[src/hw/rtl/ot_pkg.sv]
package ot_pkg;

    localparam int QUEUE_DEPTH = 16;
    localparam int IDX_W       = $clog2(QUEUE_DEPTH);
    localparam int CNT_W       = $clog2(QUEUE_DEPTH + 1);

    typedef logic [IDX_W-1:0] idx_t;
    typedef logic [CNT_W-1:0] cnt_t;

    localparam cnt_t DEPTH_CNT = CNT_W'(QUEUE_DEPTH);

    localparam logic signed [2:0] PRIO_DISCARD = -3'sd1;

    localparam logic ACT_LOCAL  = 1'b0;
    localparam logic ACT_REMOTE = 1'b1;

    typedef struct packed {
        logic [15:0]       pos;
        logic [7:0]        ch;
        logic signed [2:0] prio;
    } edit_t;

    typedef struct packed {
        logic [15:0]       pos;
        logic [7:0]        ch;
        logic signed [2:0] prio;
        logic [31:0]       stamp;
    } entry_t;

    typedef struct packed {
        logic   wr_en;
        idx_t   wr_addr;
        entry_t wr_data;
        logic   rd_en;
        idx_t   rd_addr;
    } mem_req_t;

    typedef enum logic [2:0] {
        ST_IDLE,
        ST_DRD,
        ST_DCHK,
        ST_XE,
        ST_XP,
        ST_TRD,
        ST_TCHK,
        ST_DONE
    } state_t;

    function automatic idx_t idx_inc(idx_t x);
        if (x == idx_t'(QUEUE_DEPTH - 1)) begin
            return '0;
        end
        return x + idx_t'(1);
    endfunction

    function automatic idx_t idx_add(idx_t h, cnt_t c);
        logic [CNT_W:0] s;
        s = (CNT_W + 1)'(h) + (CNT_W + 1)'(c);
        if (s >= (CNT_W + 1)'(QUEUE_DEPTH)) begin
            s = s - (CNT_W + 1)'(QUEUE_DEPTH);
        end
        return s[IDX_W-1:0];
    endfunction

endpackage

[src/hw/rtl/ot_pend_mem.sv]
module ot_pend_mem (
    input  logic             aclk,
    input  ot_pkg::mem_req_t req,
    output ot_pkg::entry_t   rd_data
);
    import ot_pkg::*;

    entry_t mem [QUEUE_DEPTH];
    entry_t rd_data_reg;

    always_ff @(posedge aclk) begin
        if (req.wr_en) begin
            mem[req.wr_addr] <= req.wr_data;
        end
    end

    // The read data holds until the next read, so an entry stays visible while it is worked on.
    always_ff @(posedge aclk) begin
        if (req.rd_en) begin
            rd_data_reg <= mem[req.rd_addr];
        end
    end

    assign rd_data = rd_data_reg;

endmodule

[src/hw/rtl/ot_xform.sv]
module ot_xform (
    input  ot_pkg::edit_t a,
    input  ot_pkg::edit_t b,
    output ot_pkg::edit_t r
);
    import ot_pkg::*;

    logic eq_diff;
    logic keep;
    logic shift;

    assign eq_diff = (a.pos == b.pos) && (a.ch != b.ch);
    assign keep    = (a.pos < b.pos) || (eq_diff && ($signed(a.prio) < $signed(b.prio)));
    assign shift   = (a.pos > b.pos) || (eq_diff && ($signed(a.prio) > $signed(b.prio)));

    always_comb begin
        r = a;
        priority if (keep) begin
            r = a;
        end else if (shift) begin
            r.pos = (a.pos == 16'hFFFF) ? a.pos : a.pos + 16'd1;
        end else begin
            // An exact tie cancels the edit but leaves its position alone.
            r.prio = PRIO_DISCARD;
        end
    end

endmodule

[src/hw/rtl/ot_pending_op_transformer.sv]
// Channel  | Direction | Handshake          | Carries
// s_*      | in        | s_valid / s_ready  | local or remote edit request
// m_*      | out       | m_valid / m_ready  | edit to send or edit to apply
// cfg_*    | in        | cfg_wr_en          | site priority, no wait
//
// A local edit is accepted in ST_IDLE, which also appends it to the pending queue
// unless the queue is full, and then loads the output register in ST_DONE.
// A remote edit first drops stale head entries, each after a registered read and a
// check, until the queue is empty or an entry is not stale, then transforms entries
// up to the last one or one the remote has already seen; each transformed entry costs
// a registered read, a check and two passes through the single transform unit.
// Synchronous reset empties the queue, clears both counters and sets priority to 1.
// A held result stalls only the finish; the next request is still accepted.
module ot_pending_op_transformer (
    input  logic              aclk,
    input  logic              aresetn,

    input  logic              cfg_wr_en,
    input  logic [1:0]        cfg_wr_data,

    input  logic              s_valid,
    output logic              s_ready,
    input  logic              s_action,
    input  logic              s_op_kind,
    input  logic [15:0]       s_edit_position,
    input  logic [7:0]        s_edit_char,
    input  logic signed [2:0] s_origin_priority,
    input  logic [31:0]       s_remote_sent_stamp,
    input  logic [31:0]       s_remote_seen_stamp,

    output logic              m_valid,
    input  logic              m_ready,
    output logic              m_out_action,
    output logic              m_out_kind,
    output logic [15:0]       m_out_position,
    output logic [7:0]        m_out_char,
    output logic signed [2:0] m_out_priority,
    output logic [31:0]       m_out_sent_stamp,
    output logic [31:0]       m_out_seen_stamp,
    output logic              m_discarded,
    output logic              m_queue_overflow
);
    import ot_pkg::*;

    state_t      state_reg, state_next;
    idx_t        head_reg;
    cnt_t        count_reg;
    cnt_t        i_reg;
    idx_t        slot_reg;
    logic [31:0] sent_reg;
    logic [31:0] recv_reg;
    logic [1:0]  site_prio_reg;

    logic        act_reg;
    logic        kind_reg;
    edit_t       e_reg;
    logic [31:0] sstamp_reg;
    logic [31:0] seen_reg;
    logic        ovf_reg;

    logic              m_valid_reg;
    logic              out_action_reg;
    logic              out_kind_reg;
    logic [15:0]       out_pos_reg;
    logic [7:0]        out_char_reg;
    logic signed [2:0] out_prio_reg;
    logic [31:0]       out_sstamp_reg;
    logic [31:0]       out_seen_reg;
    logic              out_disc_reg;
    logic              out_ovf_reg;

    mem_req_t mem_req;
    entry_t   rd_entry;
    edit_t    pend;
    edit_t    xf_a, xf_b, xf_r;

    logic accept;
    logic stale;
    logic more;
    logic out_load;
    logic q_full;

    ot_pend_mem u_mem (
        .aclk    (aclk),
        .req     (mem_req),
        .rd_data (rd_entry)
    );

    ot_xform u_xform (
        .a (xf_a),
        .b (xf_b),
        .r (xf_r)
    );

    assign pend     = '{pos: rd_entry.pos, ch: rd_entry.ch, prio: rd_entry.prio};
    assign stale    = (rd_entry.stamp <= seen_reg);
    assign more     = ((i_reg + cnt_t'(1)) < count_reg);
    assign out_load = !m_valid_reg || m_ready;
    assign q_full   = (count_reg == DEPTH_CNT);
    assign accept   = s_valid && s_ready;

    always_comb begin
        state_next = state_reg;
        unique case (state_reg)
            ST_IDLE: begin
                if (s_valid) begin
                    state_next = (s_action == ACT_REMOTE) ? ST_DRD : ST_DONE;
                end
            end
            ST_DRD:  state_next = (count_reg == '0) ? ST_DONE : ST_DCHK;
            ST_DCHK: state_next = stale ? ST_DRD : ST_XE;
            ST_XE:   state_next = ST_XP;
            ST_XP:   state_next = more ? ST_TRD : ST_DONE;
            ST_TRD:  state_next = ST_TCHK;
            ST_TCHK: state_next = stale ? ST_DONE : ST_XE;
            ST_DONE: begin
                if (out_load) begin
                    state_next = ST_IDLE;
                end
            end
            default: state_next = ST_IDLE;
        endcase
    end

    always_comb begin
        s_ready = 1'b0;
        mem_req = '0;
        xf_a    = e_reg;
        xf_b    = pend;
        unique case (state_reg)
            ST_IDLE: begin
                s_ready = 1'b1;
                if (s_valid && (s_action == ACT_LOCAL) && !q_full) begin
                    mem_req.wr_en         = 1'b1;
                    mem_req.wr_addr       = idx_add(head_reg, count_reg);
                    mem_req.wr_data.pos   = s_edit_position;
                    mem_req.wr_data.ch    = s_edit_char;
                    mem_req.wr_data.prio  = $signed({1'b0, site_prio_reg});
                    mem_req.wr_data.stamp = sent_reg + 32'd1;
                end
            end
            ST_DRD: begin
                mem_req.rd_en   = (count_reg != '0);
                mem_req.rd_addr = head_reg;
            end
            ST_XP: begin
                // The entry is moved against the edit as it stands after its own step.
                xf_a                  = pend;
                xf_b                  = e_reg;
                mem_req.wr_en         = 1'b1;
                mem_req.wr_addr       = slot_reg;
                mem_req.wr_data.pos   = xf_r.pos;
                mem_req.wr_data.ch    = rd_entry.ch;
                mem_req.wr_data.prio  = xf_r.prio;
                mem_req.wr_data.stamp = rd_entry.stamp;
            end
            ST_TRD: begin
                mem_req.rd_en   = 1'b1;
                mem_req.rd_addr = slot_reg;
            end
            ST_DCHK, ST_XE, ST_TCHK, ST_DONE: begin
                s_ready = 1'b0;
            end
            default: s_ready = 1'b0;
        endcase
    end

    always_ff @(posedge aclk) begin
        if (!aresetn) begin
            state_reg     <= ST_IDLE;
            head_reg      <= '0;
            count_reg     <= '0;
            sent_reg      <= '0;
            recv_reg      <= '0;
            site_prio_reg <= 2'd1;
            m_valid_reg   <= 1'b0;
        end else begin
            state_reg <= state_next;
            if (cfg_wr_en) begin
                site_prio_reg <= cfg_wr_data;
            end
            if ((state_reg == ST_DONE) && out_load) begin
                m_valid_reg <= 1'b1;
            end else if (m_ready) begin
                m_valid_reg <= 1'b0;
            end
            unique case (state_reg)
                ST_IDLE: begin
                    if (accept) begin
                        act_reg    <= s_action;
                        kind_reg   <= s_op_kind;
                        e_reg.pos  <= s_edit_position;
                        e_reg.ch   <= s_edit_char;
                        if (s_action == ACT_LOCAL) begin
                            sent_reg   <= sent_reg + 32'd1;
                            e_reg.prio <= $signed({1'b0, site_prio_reg});
                            sstamp_reg <= sent_reg + 32'd1;
                            seen_reg   <= recv_reg;
                            ovf_reg    <= q_full;
                            if (!q_full) begin
                                count_reg <= count_reg + cnt_t'(1);
                            end
                        end else begin
                            e_reg.prio <= s_origin_priority;
                            sstamp_reg <= s_remote_sent_stamp;
                            seen_reg   <= s_remote_seen_stamp;
                            ovf_reg    <= 1'b0;
                        end
                    end
                end
                ST_DCHK: begin
                    if (stale) begin
                        head_reg  <= idx_inc(head_reg);
                        count_reg <= count_reg - cnt_t'(1);
                    end else begin
                        i_reg    <= '0;
                        slot_reg <= head_reg;
                    end
                end
                ST_XE: begin
                    e_reg <= xf_r;
                end
                ST_XP: begin
                    i_reg    <= i_reg + cnt_t'(1);
                    slot_reg <= idx_inc(slot_reg);
                end
                ST_DONE: begin
                    if (out_load) begin
                        out_action_reg <= act_reg;
                        out_kind_reg   <= kind_reg;
                        out_pos_reg    <= e_reg.pos;
                        out_char_reg   <= e_reg.ch;
                        out_prio_reg   <= e_reg.prio;
                        out_sstamp_reg <= sstamp_reg;
                        out_seen_reg   <= seen_reg;
                        out_disc_reg   <= (act_reg == ACT_REMOTE) && (e_reg.prio == PRIO_DISCARD);
                        out_ovf_reg    <= ovf_reg;
                        if (act_reg == ACT_REMOTE) begin
                            recv_reg <= recv_reg + 32'd1;
                        end
                    end
                end
                ST_DRD, ST_TRD, ST_TCHK: begin
                    head_reg <= head_reg;
                end
                default: begin
                    head_reg <= head_reg;
                end
            endcase
        end
    end

    assign m_valid          = m_valid_reg;
    assign m_out_action     = out_action_reg;
    assign m_out_kind       = out_kind_reg;
    assign m_out_position   = out_pos_reg;
    assign m_out_char       = out_char_reg;
    assign m_out_priority   = out_prio_reg;
    assign m_out_sent_stamp = out_sstamp_reg;
    assign m_out_seen_stamp = out_seen_reg;
    assign m_discarded      = out_disc_reg;
    assign m_queue_overflow = out_ovf_reg;

    a_count_bound: assert property (@(posedge aclk) disable iff (!aresetn)
        count_reg <= DEPTH_CNT)
        else $error("pending count beyond queue depth");

    a_local_append: assert property (@(posedge aclk) disable iff (!aresetn)
        accept && (s_action == ACT_LOCAL) && !q_full |=> count_reg == $past(count_reg) + cnt_t'(1))
        else $error("local request not appended to the pending queue");

    a_step_in_range: assert property (@(posedge aclk) disable iff (!aresetn)
        (state_reg == ST_XP) |-> (i_reg < count_reg))
        else $error("transform step beyond the pending entries");

    a_flags_exclusive: assert property (@(posedge aclk) disable iff (!aresetn)
        m_valid_reg |-> !(out_ovf_reg && out_disc_reg))
        else $error("overflow and discard flagged together");

    a_remote_counts: assert property (@(posedge aclk) disable iff (!aresetn)
        (state_reg == ST_DONE) && out_load && (act_reg == ACT_REMOTE)
            |=> recv_reg == $past(recv_reg) + 32'd1)
        else $error("received counter did not advance for a remote request");

endmodule

[config.mk]
export PLATFORM = sky130hd
export DESIGN_NAME = ot_pending_op_transformer
export DESIGN_NICKNAME = d
export VERILOG_FILES = /design/src/hw/rtl/ot_pkg.sv /design/src/hw/rtl/ot_pend_mem.sv /design/src/hw/rtl/ot_xform.sv /design/src/hw/rtl/ot_pending_op_transformer.sv
export SDC_FILE = /design/constraint.sdc
export NUM_CORES = 2
export LEC_CHECK = 0
export ABC_AREA = 1
export BUFFER_PORTS_ARGS = -buffer_cell sky130_fd_sc_hd__buf_4
export CORE_MARGIN = 5
export CORE_UTILIZATION = 25
export DETAILED_ROUTE_END_ITERATION = 16
export SYNTH_ARGS = -nofsm -noshare
export SYNTH_HDL_FRONTEND = slang
export SYNTH_SLANG_ARGS = --single-unit
[constraint.sdc]
create_clock -name aclk -period 9.31 [get_ports aclk]
set_input_delay 0 -clock aclk [delete_from_list [all_inputs] [get_ports aclk]]
set_output_delay 0 -clock aclk [all_outputs]
set_load 0.01 [all_outputs]
# Word-level counts from Yosys, hierarchy flattened
# Memories as Yosys holds them, arrays and structs flattened. A register that Yosys moved wholly into a read port is not among the register bits.
# Cells that the tools add are included.
totals:
  register_bits: 277
  mem_bits_rw: 944
  in_bits: 100
  out_inout_bits: 97
  word_cells: 144
  n_memories: 1
memory_table:
  columns: ["name", "words", "word_bits", "rd", "rd_ports_with_merged_regs", "wr", "line", "rtl"]
  rows:
  - ["u_mem.mem", 16, 59, 1, 1, 1, "ot_pend_mem.sv:8", "entry_t mem [QUEUE_DEPTH];"]
op_classes:
  n_addsub: 10
  magnitude_cmp: 7
  eq_ne: 21
  muxes: 49
  n_bitwise: 1
  reduce_logical: 29
ops:
  columns: ["cell", "n"]
  rows:
  - ["64-bit case mux with 2 select lines", 1]
  - ["27-bit 2-to-1 mux", 3]
  - ["32-bit by 1-bit adder with 32-bit output, second input constant", 2]
  - ["32-bit 2-to-1 mux", 2]
  - ["64-bit 2-to-1 mux", 1]
  - ["27-bit case mux with 2 select lines", 1]
  - ["16-bit 2-to-1 mux", 3]
  - ["32-bit <= comparator", 1]
  - ["5-bit case mux with 2 select lines", 3]
  - ["5-bit 2-to-1 mux", 5]
  - ["3-bit 2-to-1 mux", 8]
  - ["4-bit 2-to-1 mux", 6]
  - ["3-bit case mux with 8 select lines", 1]
  - ["3-bit AND reduction", 6]
  - ["16-bit by 1-bit adder with 16-bit output, second input constant", 1]
  - ["16-bit == test", 1]
  - ["16-bit == test, second input constant", 1]
  - ["16-bit > comparator", 1]
  - ["16-bit < comparator", 1]
  - ["2-bit != test, second input constant", 7]
  - ["3-bit == test, second input constant", 4]
  - ["1-bit 2-to-1 mux", 12]
  - ["5-bit by 1-bit adder with 5-bit output, second input constant", 2]
  - ["4-bit by 1-bit adder with 4-bit output, second input constant", 2]
  - ["24 further kinds", 42]

# Longest topological paths before layout
depth:
  depth_word: 11
  mapped_depth: 19
  depth_no_buf: 17

# Hierarchy
# Synthesis repeated with hierarchy kept, for this count alone.
unflattened:
  cells_unflattened: 5751
  hier_area_um2: 57590.2
by_module_without_submodules:
  columns: ["mod", "n_inst", "cells_per_inst", "area_per_inst_um2", "seq_area_each_um2"]
  rows:
  - ["ot_pend_mem", 1, 3885, 42117.9, 30118.9]
  - ["ot_pending_op_transformer", 1, 1603, 14056.0, 7527.2]
  - ["ot_xform", 1, 263, 1416.4, 0.0]

# Least setup slack after synthesis
# OpenSTA, ideal clock, no wires.
synth_timing:
  path_kind: "register to register"
  start: "reg state_reg[1]"
  end: "mem u_mem.mem[0][0] (netlist bit) (enable)"
  arrival_ps: 5910
  required_ps: 8746
  setup_slack_ps: 2836
  path_stages_with_launch: 12
  n_path_buf: 1
  cell_sequence: "dfxtp_1 -> inv_1 -> nand2_1 -> nor2_1 -> inv_1 -> nor2_1 -> nand2_1 -> clkbuf_1 -> o22ai_1 -> inv_1 -> nand2_1 -> a211oi_1"
synth_between:
  elab_chain_len: 4
  word_cells_on_any_way: 5
synth_lines:
  columns: ["item", "line", "rtl"]
  rows:
  - ["start: declaration", "ot_pending_op_transformer.sv:45", "state_t state_reg, state_next;"]
  - ["start signal: assignment", "ot_pending_op_transformer.sv:178", "state_reg <= state_next;"]
  - ["3-bit == test / 3-bit logical NOT (equally long branches)", "ot_pending_op_transformer.sv:130", "unique case (state_reg)"]
  - ["64-bit case mux with 2 select lines *", "ot_pending_op_transformer.sv:130", null]
  - ["1-bit 2-to-1 mux", "ot_pend_mem.sv:12", "if (req.wr_en) begin"]
  - ["1-bit 2-to-1 mux (implied by the code)", "ot_pend_mem.sv:13", "mem[req.wr_addr] <= req.wr_data;"]
  - ["end: declaration", "ot_pend_mem.sv:8", null]
# Mark *: on every way between the ends. The rest lies on a longest branch, timed or not.

# Worst setup path after layout
layout_timing:
  start: "reg state_reg[2]"
  end: "mem u_mem.mem[15][20] (netlist bit) (enable)"
# The elaborated chain is that of the path after synthesis.

==> key figures <==
Power
  – Peak VDD IR: 0.158 mV
  – Pwr Density: about 240 nW/um^2
  – Pwr Total: 15400 uW
  – Leak: 0.0246 uW

Clock tree
  – CTS tree: done
  – Clock buffer count from CTS: 115
  – CTS Sinks: roughly 1300
  – Clk Latency, worst-skew pair: approximately 740 ps
  – Root Driver: clkbuf_16
  – CTS resizes: 0
  – H-tree lvl count: 3
  – Clk buf depth: 3
  – Clock transition at path regs: 60 ps

Layout
  – Max reg flops: 944
  – Ratio of cells with drive above 1 in the final layout: about 10%
  – Design Area, Final: roughly 65000 sq um
  – Layout area overhead: 18.1%
  – Final Non-Filler Cells: about 8200
  – # nets final: 5329

Logic synthesis
  – Syn nets: 5072
  – Synth Instances: just under 5000
  – Cell with the most instances after synthesis: edfxtp_1
  – Fraction of registers with async set/reset: 0%
  – Mapped Area: roughly 55000 sq um
  – Yosys top cell by area: edfxtp_1
  – Post-synth EDFFs: 1201
  – Sequential-to-total area share from yosys stat: between 60% and 70%
  – Area share of the largest cell type after synthesis: 65.7%
  – Synth cell count leaders: 1201 x edfxtp_1, 868 x nand2_1, 720 x inv_1
  – Synth cell types: 50
  – Mean Syn Cell Area: 11.2 sq um
  – Synth top area cells: edfxtp_1 66%, nand2_1 5.9%, o21ai_0 5.4%
  – Synth Flop Type: edfxtp_1
  – Yosys reg bits: 1280
  – Synthesis warning total: 0

Worst setup path
  – CP cell instances: nor2_1 -> inv_1 -> nor2_1 -> buf_4 -> nand2_1 -> clkinv_1 -> buf_4 -> nand2_1 -> o21ai_0 -> nand2_1 -> nor2_4 -> buf_4
  – Crit path DAT: about 5800 ps
  – Critical path's slowest cell: nor2_4
  – Crit Path Class: reg2reg
  – Crit start category: register
  – CP endpoint kind: register
  – Worst path max stage delay: 920 ps
  – R2R Path Start: state_reg[2]
  – Crit path max fanout: 43
  – Critical Path Source: state_reg[2]
  – WP data required: approximately 9700 ps

Die
  – Initial Utilization: 25.1%
  – Total core area: about 220000 sq um
  – I/O pin cnt: 197
  – DIE WIDTH: 479 um
  – Die height: 479 um
  – Overall die area: 229000 sq um
  – Row cnt: 172

Min path
  – Worst min path class: in2reg
  – Hold_sp: s_op_kind

STA
  – Setup total negative slack: 0 ps
  – Clock skew: 58.9 ps
  – Setup ws final: 3910 ps
  – Fmax: approximately 190 MHz
  – Final period utilization: between 50% and 60%
  – Fin. Hold Viols: 0
  – Slew HR: 15.6%
  – Slew @ Worst Pin: 1270 ps
  – Final Critical Period: 5400 ps
  – Max-slew violation count: 0
  – Final-report setup violation count: 0
  – RSZ-0062 raised after global routing: false

Route
  – Vias: 36952
  – Final Routed Wirelength: 145000 um
  – Initial DRC Count: 3908
  – ANT nets after route: 0
  – Routed wire per std cell: 17.8 um
  – Drt first pass iters: 8
  – DRC: 0
  – Vias per cell: 4.53

GRT
  – Initial antenna violation count: 2
  – Tot GR Track Use: around an eighth
  – Total grt overflow: 0
  – Global-route wire length before repair: 217000 um
  – Vias in the first global route: 34758
  – Largest net degree at the start of global routing: between 200 and 250

Job
  – Max cap viols: 0

Place
  – Routability cong.: 0.864
  – # port buffers: 196
  – Cell Area, Placed: 59600 sq um
  – Cells after DPL: 7799
  – Post-place setup slack: 3960 ps
  – Detailed Place HPWL: 85200 um

Run status
  – Outcome: complete, no violations
==> metal layers <==
metal	vias to the layer above	wire (um)	GRT usage, %	part of all wire, %
li1	17581	-	-	-
met1	17959	65700	17.0	45
met2	1243	67300	19.8	46
met3	169	8870	1.33	6.1
met4	0	3140	3.37	2.2
met5	-	0	0	0
==> path summary, 6_finish.rpt <==
check	slack [ps]	endpoint	cells past startpoint
max	3910	u_mem.mem[15][20]	12
min	50	kind_reg	2
max reg2reg	3910	u_mem.mem[15][20]	12
min reg2reg	420	m_out_kind	0
==> cells in the final DEF (no fill, tap or decap), types with 19 or more instances in the layout <==
master         synthesis  layout
xnor2_1               19      19
a21oi_1              554     553
nand4_1               25      25
xor2_1                46      46
a22o_1                21      21
nor3_1                49      48
nor2_4                 4      21
buf_4                  3     254
inv_1                720     718
o21ai_0              587     587
nand3_1               71      71
nor2_1               165     148
clkinv_1               2      26
ha_1                  48      48
clkbuf_16              0     117
dlygate4sd3_1          0     134
clkinv_2               0      28
nand2_1              868     868
dfxtp_1               79      79
o221ai_1             118     118
edfxtp_1            1201    1201
==> power breakdown <==
group	switching (uW)	leakage, uW	internal (uW)	total, uW
logic	2210	0.0109	817	3030
clock network	2180	0.00191	2730	4910
registers	257	0.0118	7210	7470
==> worst max-delay path: cells and delay by family (launching register included) <==
kind	cells	cell delay [ps]
AO/OA/AOI/OAI	1	190
buffers and inverters	5	1750
flip-flops	1	550
AND/OR/NAND/NOR	6	2460
==> metrics by stage <==
stage | utilization (%) | hold WS, ps
after floorplan | - | 98.9
after global placement | 27.2 | 187
after detailed placement | 27.2 | 186
after CTS | 29.6 | 13.5
after global routing | 29.6 | 51.5
final | 29.6 | 48.3
==> cell families after synthesis <==
logic type	Yosys count	synth area share [%]
AOI/OAI and AO/OA	1321	13.2
xor gates and xnor gates	65	1.04
adders and majority gates	50	1.17
buffers and inverters	982	6.94
DFF	1280	68.6
and+or+nand+nor	1224	9.08
==> area by class of cell <==
class,count,area [sq um]
fill,22148,154000
sequential,1280,37600
multi-input combinational,2660,13600
tap,2871,3590
timing repair buffer,391,3310
clock buffer,131,3010
inverter,731,2760
clock inverter,89,901
antenna,2,5.00
==> what timing repair did <==
action / 4_1_cts / 5_1_grt
endpoints found under the hold margin: 292 / 0
hold buffers: 134 / 0
buffers inserted: 0 / 0
(Power assumes the default switching activity.)
